<file path="src/cpm_pkg.sv">
// Shared constants, bus types and case codes for the circle pair merge datapath.
package cpm_pkg;

    localparam int COORD_W   = 32;
    localparam int RAD_W     = 31;
    localparam int PICK_W    = 16;

    // square root cells: one result bit per cell
    localparam int SQ_RAD_W  = 68;
    localparam int SQ_ROOT_W = 34;
    localparam int SQ_REM_W  = 37;
    localparam int SQ_STEPS  = 34;

    // division cells: one quotient bit per cell, three lanes sharing one divisor
    localparam int DIV_NUM_W = 64;
    localparam int DIV_Q_W   = 33;
    localparam int DIV_DEN_W = 34;
    localparam int DIV_REM_W = 35;
    localparam int DIV_LANES = 3;
    localparam int DIV_STEPS = 33;

    typedef enum logic [1:0] {
        CASE_FIRST    = 2'd0,
        CASE_SECOND   = 2'd1,
        CASE_DISJOINT = 2'd2,
        CASE_CROSS    = 2'd3
    } case_t;

    typedef struct packed {
        logic signed [COORD_W-1:0] x1;
        logic signed [COORD_W-1:0] y1;
        logic signed [COORD_W-1:0] x2;
        logic signed [COORD_W-1:0] y2;
        logic [RAD_W-1:0]          r1;
        logic [RAD_W-1:0]          r2;
        logic [PICK_W-1:0]         frac;
        logic [COORD_W:0]          ax;
        logic [COORD_W:0]          ay;
        logic                      sx;
        logic                      sy;
    } front_side_t;

    typedef struct packed {
        case_t                code;
        logic [COORD_W-1:0]   mx;
        logic [COORD_W-1:0]   my;
        logic [RAD_W-1:0]     rsel;
        logic [RAD_W-1:0]     overlap;
        logic [PICK_W-1:0]    frac;
    } back_side_t;

    localparam int SIDE_W = $bits(front_side_t);
    localparam int BACK_W = $bits(back_side_t);

    typedef struct packed {
        logic                  valid;
        logic [SQ_RAD_W-1:0]   rad;
        logic [SQ_REM_W-1:0]   rem;
        logic [SQ_ROOT_W-1:0]  root;
        logic [SIDE_W-1:0]     side;
    } sq_bus_t;

    typedef struct packed {
        logic signed [COORD_W-1:0] x1;
        logic signed [COORD_W-1:0] y1;
        logic signed [COORD_W-1:0] x2;
        logic signed [COORD_W-1:0] y2;
        logic [RAD_W-1:0]          r1;
        logic [RAD_W-1:0]          r2;
        logic [DIV_DEN_W-1:0]      d;
        logic [PICK_W-1:0]         frac;
        logic                      contained;
        logic                      first_small;
        logic [DIV_LANES-1:0]      neg;
    } div_side_t;

    typedef struct packed {
        logic                                  valid;
        logic [DIV_LANES-1:0][DIV_NUM_W-1:0]   num;
        logic [DIV_LANES-1:0][DIV_REM_W-1:0]   rem;
        logic [DIV_LANES-1:0][DIV_Q_W-1:0]     q;
        div_side_t                             side;
    } div_bus_t;

endpackage

</file>
<file path="src/cpm_div_cell.sv">
// One cell of the division chain: one quotient bit per lane per cycle while en is high.
module cpm_div_cell (
    input  logic              clk,
    input  logic              rst_n,
    input  logic              en,
    input  cpm_pkg::div_bus_t din,
    output cpm_pkg::div_bus_t dout
);
    import cpm_pkg::*;

    div_bus_t               data_reg;
    div_bus_t               data_next;
    logic                   valid_reg;
    logic [DIV_REM_W-1:0]   den;
    logic [DIV_REM_W-1:0]   rem_sh;

    always_comb
    begin
        den       = {1'b0, din.side.d};
        rem_sh    = '0;
        data_next = din;
        for (int l = 0; l < DIV_LANES; l++)
        begin
            rem_sh = {din.rem[l][DIV_REM_W-2:0], din.num[l][DIV_NUM_W-1]};
            data_next.num[l] = din.num[l] << 1;
            if (rem_sh >= den)
            begin
                data_next.rem[l] = rem_sh - den;
                data_next.q[l]   = {din.q[l][DIV_Q_W-2:0], 1'b1};
            end
            else
            begin
                data_next.rem[l] = rem_sh;
                data_next.q[l]   = {din.q[l][DIV_Q_W-2:0], 1'b0};
            end
        end
    end

    always_ff @(posedge clk or negedge rst_n)
    begin
        if (!rst_n)
            valid_reg <= 1'b0;
        else if (en)
            valid_reg <= din.valid;
    end

    always_ff @(posedge clk)
    begin
        if (en)
            data_reg <= data_next;
    end

    always_comb
    begin
        dout       = data_reg;
        dout.valid = valid_reg;
    end

endmodule

</file>
<file path="config.mk">
export PLATFORM = sky130hd
export DESIGN_NAME = cpm_div_cell
export DESIGN_NICKNAME = d
export VERILOG_FILES = /design/src/cpm_pkg.sv /design/src/cpm_div_cell.sv
export SDC_FILE = /design/constraint.sdc
export NUM_CORES = 1
export LEC_CHECK = 0
export ABC_CLOCK_PERIOD_IN_PS = 1550
export BUFFER_PORTS_ARGS = -buffer_cell sky130_fd_sc_hd__buf_2
export CORE_AREA = 5 5 497 499
export DETAILED_ROUTE_END_ITERATION = 12
export DIE_AREA = 0 0 502 504
export PLACE_DENSITY = 0.36
export REMOVE_ABC_BUFFERS = 1
export SETUP_SLACK_MARGIN = 0.02
export SYNTH_ARGS = -nofsm -noshare
export SYNTH_HDL_FRONTEND = slang
export SYNTH_SLANG_ARGS = --single-unit
</file>
<file path="constraint.sdc">
create_clock -name clk -period 1.55 [get_ports clk]
set_input_delay 0.0775 -clock clk [delete_from_list [all_inputs] [get_ports clk]]
set_output_delay 0.0775 -clock clk [all_outputs]
set_load 0.01 [all_outputs]
</file>
==> impl_metrics.tcl <==
set metrics [dict create \
    seq_area_frac_synth_pct 74.1 \
    synth_seq_cells 639 \
    start_kind "input port" \
    worstPathCellList "buf_8 -> clkinvlp_4 -> buf_6 -> ha_4 -> a21oi_2 -> buf_4 -> nand2_1 -> o22ai_1 -> buf_4 -> nand4_1 -> nand3_2 -> o31a_1 -> nand3_2 -> a21o_4 -> buf_12 -> buf_16 -> mux2_4" \
    path_clk_slew_ps 60 \
    cts-root-buf "clkbuf_16" \
    power.density_nw_per_um2 1050 \
    die_w_um 502 \
    routed_via_density 3.39 \
    insertion_delay_ps 720 \
    reg2reg_slack_ps 250 \
    ir_drop_mv 0.794 \
    fin_hold_ws_ps -265 \
    critical_path.max_fanout 6 \
    r2r-end "valid_reg" \
    cp_data_arrival_time_ps 2910 \
    cts.sinks 639 \
    rsz0062_at_grt "yes" \
    r2r-start "valid_reg" \
    postPlaceCellArea_um2 39900 \
    antenna_left 0 \
    crit_required_ps 2000 \
    finalHoldViolations 3 \
    synth_cells 1653 \
    fmax_mhz 406 \
    hold_end "dout[345]" \
    grt_use_met2_pct 29.1 \
    dr.pass1.iters 5 \
    post-route-min-period_ps 2460 \
    synthFlopType "edfxtp_1" \
    synth-edff-count 638 \
    hold_start "din[344]" \
    violations "hold timing, setup timing" \
    outcome "finished with violations" \
    stdcell_count 7596 \
    synth_top_area_share_pct 74.0 \
    finalWeightedCongestion 0.882 \
    synth_area_per_cell_um2 15.7 \
    antenna_found_initial 129 \
    drtIter0Drc 1582 \
    grt_pass1_vias 27006 \
    cts_tree "yes" \
    synth_common_cells "638 x edfxtp_1, 144 x a21oi_1, 102 x ha_1, 86 x nor2_1, 85 x nand2_1" \
    fp.dieArea_um2 253000 \
    grt_overflow_total 0 \
    syn2layout_area_growth_pct 108 \
    use_met1_pct 17.0 \
    hp-class "input port to flip-flop" \
    grt_max_degree 46 \
    htreeDepth 3 \
    cts_buffers 89 \
    grt_usage_pct 15.6 \
    drc_errors 0 \
    fin_area_um2 53800 \
    cp_slowest_cell "o31a_1" \
    grtUsageMet3_pct 4.31 \
    synthArstFlopShare_pct 0.156 \
    ys_top_cells_by_area "edfxtp_1 74%, ha_1 4.9%, a21oi_1 2.8%, xnor2_1 1.9%, a21o_1 1.6%" \
    syn-cell-area_um2 25900 \
    critical_path_class "input port to flip-flop" \
    core.rowCount 181 \
    setup_viol 108 \
    synth_cell_types 65 \
    nNetsFinal 5024 \
    largest_reg_flops 638 \
    maxCapViolCount 0 \
    netlist.top_cell.by_area "edfxtp_1" \
    tns_ps -85800 \
    min_path_cells 2 \
    timing.final.ws_setup_ps -915 \
    dp_cells 6538 \
    num-fill-cells 26143 \
    yosysMostFrequentCell "edfxtp_1" \
    io-pin-count 1287 \
    period_share_pct 159 \
    clock_path_buffers 3 \
    skew_ps 0 \
    coreArea_um2 242000 \
    leakage_nw 22.3 \
    die_h_um 504 \
    grt.busiest_layer "met2" \
    drv_slew 0 \
    drive_above_1_share_pct 51.8 \
    drt_wl_total_um 208000 \
    num_vias 25733 \
    yosys_warnings 0 \
    portBuffers 1277 \
    wire_per_inst_um 27.4 \
    slowest_delay_ps 310 \
    end_kind "flip-flop" \
    r2r_cells 2 \
    dp_hpwl_um 174000 \
    initial_core_util_pct 10.7 \
    grt_first_pass_wirelength_um 262000 \
]
repair_timing:
action | 4_1_cts | 5_1_grt
hold buffers | 746 | 21
hold endpoints to repair | 785 | 22
cloned | 10 | 3
resized for setup | 338 | 246
endpoints found under the setup margin | 153 | 120
pin swaps | 81 | 132
buffers inserted | 47 | 40
per-layer routing:
metal	vias up	routed length [µm]
met3	316	14900
met5	-	190
met1	12682	77800
met2	1068	107000
li1	11637	-
met4	30	7660
critical path: cells and delay by family:
kind | cells | cell delay (ps)
compound gates | 4 | 840
fa+ha+maj | 1 | 220
buf+inv | 7 | 1080
mux | 1 | 290
simple gates | 4 | 390
power breakdown:
part	switching, mW	leakage, nW	internal, mW
Sequential	0.631	6.26	20.9
Combinational	7.23	14.6	6.31
Clock	8.92	1.46	12.6
worst max-delay path by stage:
stage | slack (ps) | cells after the start | startpoint | end
after global placement | -2020 | 15 | din[21] | dout[413]
after global routing | -930 | 17 | din[39] | dout[437]
after CTS | -850 | 15 | din[30] | dout[378]
after floorplan | -2460 | 12 | din[22] | dout[345]
after detailed placement | -2040 | 15 | din[21] | dout[413]
final | -910 | 17 | din[25] | dout[443]
kinds of logic after synthesis:
family          count (synthesis)  synth area share (%)
compound gates                377                  9.06
mux                            27                  1.17
buf+inv                       112                  1.87
other cells                     1                0.0145
xor+xnor                       91                  3.08
simple gates                  301                  5.57
fa+ha+maj                     105                  5.16
flops                         639                  74.1
cell usage in the layout (no fill, tap or decap), types with 52 or more instances in the layout:
cell	count
xnor2_1	52
a21o_1	54
buf_2	1233
ha_1	67
edfxtp_1	638
nand2_1	55
buf_6	60
dlygate4sd3_1	764
a21oi_1	101
buf_4	444
clkbuf_16	93
cell type report:
class | count | area, µm² | area share (%)
repair buffers | 2573 | 19200 | 35.7
flip-flops and latches | 639 | 19200 | 35.6
multi-input cells | 904 | 7990 | 14.8
well taps | 3202 | 4010 | 7.44
clock buffers | 102 | 2300 | 4.27
clock inverters | 61 | 721 | 1.34
inverters | 67 | 299 | 0.555
diodes | 48 | 120 | 0.223
through the flow:
step           util [%]  power (mW)  setup slack (ps)  hold slack [ps]
3_3_place_gp       16.5        32.3             -2020             -124
5_1_grt            22.2        59.1              -930             -309
6_report           22.2        56.6              -915             -265
4_1_cts            21.6        57.1              -852             -404
3_5_place_dp       16.5        32.2             -2040             -125
2_1_floorplan         -        25.0             -2460             -218
(Power assumes the default switching activity.)
