`config.mk`:
```
export PLATFORM = sky130hd
export DESIGN_NAME = cpm_sqrt_cell
export DESIGN_NICKNAME = d
export VERILOG_FILES = /design/src/cpm_pkg.sv /design/src/cpm_sqrt_cell.sv
export SDC_FILE = /design/constraint.sdc
export NUM_CORES = 1
export LEC_CHECK = 0
export BUFFER_PORTS_ARGS = -buffer_cell sky130_fd_sc_hd__buf_2
export CAP_MARGIN = 30
export CORE_AREA = 2 2 323 325
export DETAILED_ROUTE_END_ITERATION = 10
export DIE_AREA = 0 0 325 327
export HOLD_SLACK_MARGIN = 0.08
export PLACE_DENSITY_LB_ADDON = 0.05
export SYNTH_ARGS = -nofsm -noshare
export SYNTH_HDL_FRONTEND = slang
export SYNTH_SLANG_ARGS = --single-unit
```
`constraint.sdc`:
```
create_clock -name clk -period 1.2 [get_ports clk]
set_input_delay 0.24 -clock clk [delete_from_list [all_inputs] [get_ports clk]]
set_output_delay 0.24 -clock clk [all_outputs]
set_load 0.02 [all_outputs]
```
`src/cpm_pkg.sv`:
```
// Shared constants, bus types and case codes for the circle pair merge datapath.
package cpm_pkg;

    localparam int COORD_W   = 32;
    localparam int RAD_W     = 31;
    localparam int PICK_W    = 16;

    // square root cells: one result bit per cell
    localparam int SQ_RAD_W  = 68;
    localparam int SQ_ROOT_W = 34;
    localparam int SQ_REM_W  = 37;
    localparam int SQ_STEPS  = 34;

    // division cells: one quotient bit per cell, three lanes sharing one divisor
    localparam int DIV_NUM_W = 64;
    localparam int DIV_Q_W   = 33;
    localparam int DIV_DEN_W = 34;
    localparam int DIV_REM_W = 35;
    localparam int DIV_LANES = 3;
    localparam int DIV_STEPS = 33;

    typedef enum logic [1:0] {
        CASE_FIRST    = 2'd0,
        CASE_SECOND   = 2'd1,
        CASE_DISJOINT = 2'd2,
        CASE_CROSS    = 2'd3
    } case_t;

    typedef struct packed {
        logic signed [COORD_W-1:0] x1;
        logic signed [COORD_W-1:0] y1;
        logic signed [COORD_W-1:0] x2;
        logic signed [COORD_W-1:0] y2;
        logic [RAD_W-1:0]          r1;
        logic [RAD_W-1:0]          r2;
        logic [PICK_W-1:0]         frac;
        logic [COORD_W:0]          ax;
        logic [COORD_W:0]          ay;
        logic                      sx;
        logic                      sy;
    } front_side_t;

    typedef struct packed {
        case_t                code;
        logic [COORD_W-1:0]   mx;
        logic [COORD_W-1:0]   my;
        logic [RAD_W-1:0]     rsel;
        logic [RAD_W-1:0]     overlap;
        logic [PICK_W-1:0]    frac;
    } back_side_t;

    localparam int SIDE_W = $bits(front_side_t);
    localparam int BACK_W = $bits(back_side_t);

    typedef struct packed {
        logic                  valid;
        logic [SQ_RAD_W-1:0]   rad;
        logic [SQ_REM_W-1:0]   rem;
        logic [SQ_ROOT_W-1:0]  root;
        logic [SIDE_W-1:0]     side;
    } sq_bus_t;

    typedef struct packed {
        logic signed [COORD_W-1:0] x1;
        logic signed [COORD_W-1:0] y1;
        logic signed [COORD_W-1:0] x2;
        logic signed [COORD_W-1:0] y2;
        logic [RAD_W-1:0]          r1;
        logic [RAD_W-1:0]          r2;
        logic [DIV_DEN_W-1:0]      d;
        logic [PICK_W-1:0]         frac;
        logic                      contained;
        logic                      first_small;
        logic [DIV_LANES-1:0]      neg;
    } div_side_t;

    typedef struct packed {
        logic                                  valid;
        logic [DIV_LANES-1:0][DIV_NUM_W-1:0]   num;
        logic [DIV_LANES-1:0][DIV_REM_W-1:0]   rem;
        logic [DIV_LANES-1:0][DIV_Q_W-1:0]     q;
        div_side_t                             side;
    } div_bus_t;

endpackage

```
`src/cpm_sqrt_cell.sv`:
```
// One cell of the square root chain: resolves one root bit per cycle while en is high.
module cpm_sqrt_cell (
    input  logic             clk,
    input  logic             rst_n,
    input  logic             en,
    input  cpm_pkg::sq_bus_t din,
    output cpm_pkg::sq_bus_t dout
);
    import cpm_pkg::*;

    sq_bus_t               data_reg;
    sq_bus_t               data_next;
    logic                  valid_reg;
    logic [SQ_REM_W-1:0]   rem_sh;
    logic [SQ_REM_W-1:0]   trial;

    always_comb
    begin
        rem_sh    = {din.rem[SQ_REM_W-3:0], din.rad[SQ_RAD_W-1 -: 2]};
        trial     = {1'b0, din.root, 2'b01};
        data_next = din;
        data_next.rad = din.rad << 2;
        if (rem_sh >= trial)
        begin
            data_next.rem  = rem_sh - trial;
            data_next.root = {din.root[SQ_ROOT_W-2:0], 1'b1};
        end
        else
        begin
            data_next.rem  = rem_sh;
            data_next.root = {din.root[SQ_ROOT_W-2:0], 1'b0};
        end
    end

    always_ff @(posedge clk or negedge rst_n)
    begin
        if (!rst_n)
            valid_reg <= 1'b0;
        else if (en)
            valid_reg <= din.valid;
    end

    always_ff @(posedge clk)
    begin
        if (en)
            data_reg <= data_next;
    end

    always_comb
    begin
        dout       = data_reg;
        dout.valid = valid_reg;
    end

endmodule

```
==> impl_metrics.env <==
export IMPL_worst_r2r_setup_slack_ns=0.42
export IMPL_fin_cells=3724
export IMPL_path_clk_slew_ns=0.06
export IMPL_synth_common_cells="edfxtp_1 (411), a21oi_1 (62), inv_1 (53), nor2_1 (44), ha_1 (36)"
export IMPL_cpPeakStageDelay_ns=0.34
export IMPL_hold_violations=0
export IMPL_synth_top_flop_cell="edfxtp_1"
export IMPL_track_usage=0.1376
export IMPL_synthTopCellsByArea="edfxtp_1 (83%), ha_1 (3.0%), a21oi_1 (2.1%)"
export IMPL_yosysMostFrequentCell="edfxtp_1"
export IMPL_total_power_uw=43510
export IMPL_critical_path_top_delay_family="compound AO/OA/AOI/OAI gates"
export IMPL_yosys_warnings=0
export IMPL_fp_dieH_microns=327
export IMPL_synthDominantCellAreaShare=0.8253
export IMPL_layout_drive_gt1_share=0.5141
export IMPL_cp_max_fo=6
export IMPL_largest_reg_flops=411
export IMPL_critPathKind="in -> reg"
export IMPL_synth_top_cell_by_area="edfxtp_1"
export IMPL_ys_seq_elements=412
export IMPL_n_fill_cell=10690
export IMPL_die_width_microns=325
export IMPL_cp_arrival_ns=2.71
export IMPL_drv_slew=0
export IMPL_cts_root_buf="clkbuf_16"
export IMPL_hold_path_class="in -> reg"
export IMPL_worst_ep_required_time_ns=1.58
export IMPL_firstDrtPassIters=4
export IMPL_std_cell_rows=118
export IMPL_gp_congestion=0.7846
export IMPL_syn_to_final_growth_pct=109.0
export IMPL_vias_per_cell=3.469
export IMPL_violations="negative setup slack"
export IMPL_outcome="finished, violations left"
export IMPL_vias=12920
export IMPL_die_area_sq_mm=0.1063
export IMPL_cts_tree="done"
export IMPL_fin_tns_setup_ns=-122.70
export IMPL_dp_hpwl_mm=60.78
export IMPL_ios=831
export IMPL_grt_pass1_wl_mm=104.6
export IMPL_wl_per_cell_microns=20.35
export IMPL_port_buffer_count=826
export IMPL_cp_num_buf_inv=4
export IMPL_slowest_stage="o311a_1"
export IMPL_critPathCaptureType="flop"
export IMPL_grt_pass1_vias=14100
export IMPL_clock_latency_ns=0.63
export IMPL_core_sq_mm=0.1029
export IMPL_syn_area_sq_mm=0.01495
export IMPL_irDropWorstVdd_mv=1.030
export IMPL_setup_violations=450
export IMPL_totalWireLength_mm=75.80
export IMPL_grt_start_max_net_pins=30
export IMPL_grt_setup_unrepaired="yes"
export IMPL_synth_edf_count=411
export IMPL_final_nets=2753
export IMPL_p_per_area_mw_per_mm2=1392
export IMPL_drtAntennaViolNets=0
export IMPL_min_period_ns=2.333
export IMPL_crit_path_cell_trace="buf_12 > inv_8 > ha_4 > o21ai_2 > a22oi_2 > a41o_1 > o211ai_1 > buf_4 > a22o_1 > o311a_1 > o21ai_4 > buf_12 > mux2_4"
export IMPL_avgSynthCellArea_sq_um=18.28
export IMPL_ys_seq_area_frac=0.8270
export IMPL_p_leak_uw=0.01302
export IMPL_cts_sinks=412
export IMPL_synth_cell_types=57
export IMPL_dp_worst_setup_slack_ns=-2.059
export IMPL_synthCells=818
export IMPL_dp_cells=3199
export IMPL_fin_skew_ns=0
export IMPL_drt_iter0_markers=479
export IMPL_antenna_found_initial=13
export IMPL_initial_core_util=0.1453
export IMPL_h_tree_depth=2
export IMPL_critPathLaunchType="primary input"
export IMPL_cts_buffers=54
export IMPL_synthArstFlopShare=0.002427
export IMPL_critical_path_most_common_cell="buf_12"
export IMPL_timing_final_crit_share=1.944
export IMPL_max_freq_mhz=428.7
export IMPL_grt_overflow=0
export IMPL_cts_path_max_buffers=3
export IMPL_setup_ws_ns=-1.133
export IMPL_remaining_drc_errors=0
export IMPL_hold_ws_ns=0.1288
export IMPL_maxCapViolCount=0
## worst paths after layout
kind,start,endpoint,cells after the start
setup / recovery,din[276],dout[320],13
hold / removal,din[324],dout[326],4
setup reg to reg,valid_reg,valid_reg,1
hold reg to reg,valid_reg,valid_reg,1
max in group asynchronous,rst_n,valid_reg,3
min in group asynchronous,rst_n,valid_reg,3
## cell families (layout without fill, tap and decap cells)
group                    after synthesis  in the layout  synth area share
AO/OA/AOI/OAI                        142            142           0.06091
XOR/XNOR                              32             32           0.01874
adder cells (fa/ha/maj)               36             36           0.03012
buffers and inverters                 75           1596           0.02134
flip-flops                           412            412            0.8270
multiplexers                           9              9          0.006777
other                                  1              6         0.0002508
AND/OR/NAND/NOR                      111            111           0.03489
## cell type report
type / instances / area (sq um) / share of cell area
antenna: 4 / 10.01 / 0.0003202
clock buffer: 65 / 1414 / 0.04523
clock inverter: 31 / 307.8 / 0.009847
inverter: 53 / 219.0 / 0.007005
multi-input combinational: 332 / 2869 / 0.09179
sequential: 412 / 12370 / 0.3956
tap: 1380 / 1727 / 0.05524
timing repair buffer: 1447 / 12340 / 0.3949
## timing repair
item	in CTS	in global routing
pin swaps	22	10
endpoints found under the setup margin	450	450
hold buffers	413	0
buffers inserted	11	3
resized for setup	607	212
cloned	2	1
endpoints found under the hold margin	423	0
## power by group
| part | total, uW | internal (uW) | leakage (uW) | switching (uW) |
|---|---|---|---|---|
| logic | 9520 | 4910 | 0.00815 | 4620 |
| registers | 17900 | 17300 | 0.00403 | 550 |
| clock network | 16100 | 9420 | 0.000837 | 6710 |
| total | 43500 | 31600 | 0.0130 | 11900 |
## cell usage in the layout, fill, tap and decap left out, types with 5 or more instances in the layout
cell type	count
clkinv_2	7
buf_8	8
edfxtp_1	411
ha_4	19
nand2_1	25
o21ai_0	12
a21o_1	10
buf_12	19
a21oi_4	5
clkbuf_1	10
clkbuf_16	56
buf_6	352
a21oi_2	16
buf_2	475
bufinv_16	5
inv_1	48
clkinv_1	15
o21bai_1	9
xor2_1	10
nor2_2	10
a21oi_1	41
ha_1	17
nand4_1	7
nand3_1	7
dlygate4sd3_1	413
nor2_1	32
mux2_4	8
xnor2_1	19
buf_4	179
## layer usage
| layer | GRT usage | routed length, microns | up-vias |
|---|---|---|---|
| met5 | 0 | 103 | - |
| met4 | 0.04428 | 2161 | 16 |
| met3 | 0.04348 | 5127 | 116 |
| met2 | 0.2542 | 40090 | 466 |
| met1 | 0.1483 | 28310 | 6212 |
| li1 | - | - | 6107 |
## stage by stage
stage	util	instance area, sq um
5_1_grt	0.3037	31260
3_3_place_gp	0.2189	22530
2_1_floorplan	-	15130
4_1_cts	0.2971	30570
3_5_place_dp	0.2189	22530
6_report	0.3037	31260
No activity file was read; power rests on OpenSTA's default activity.
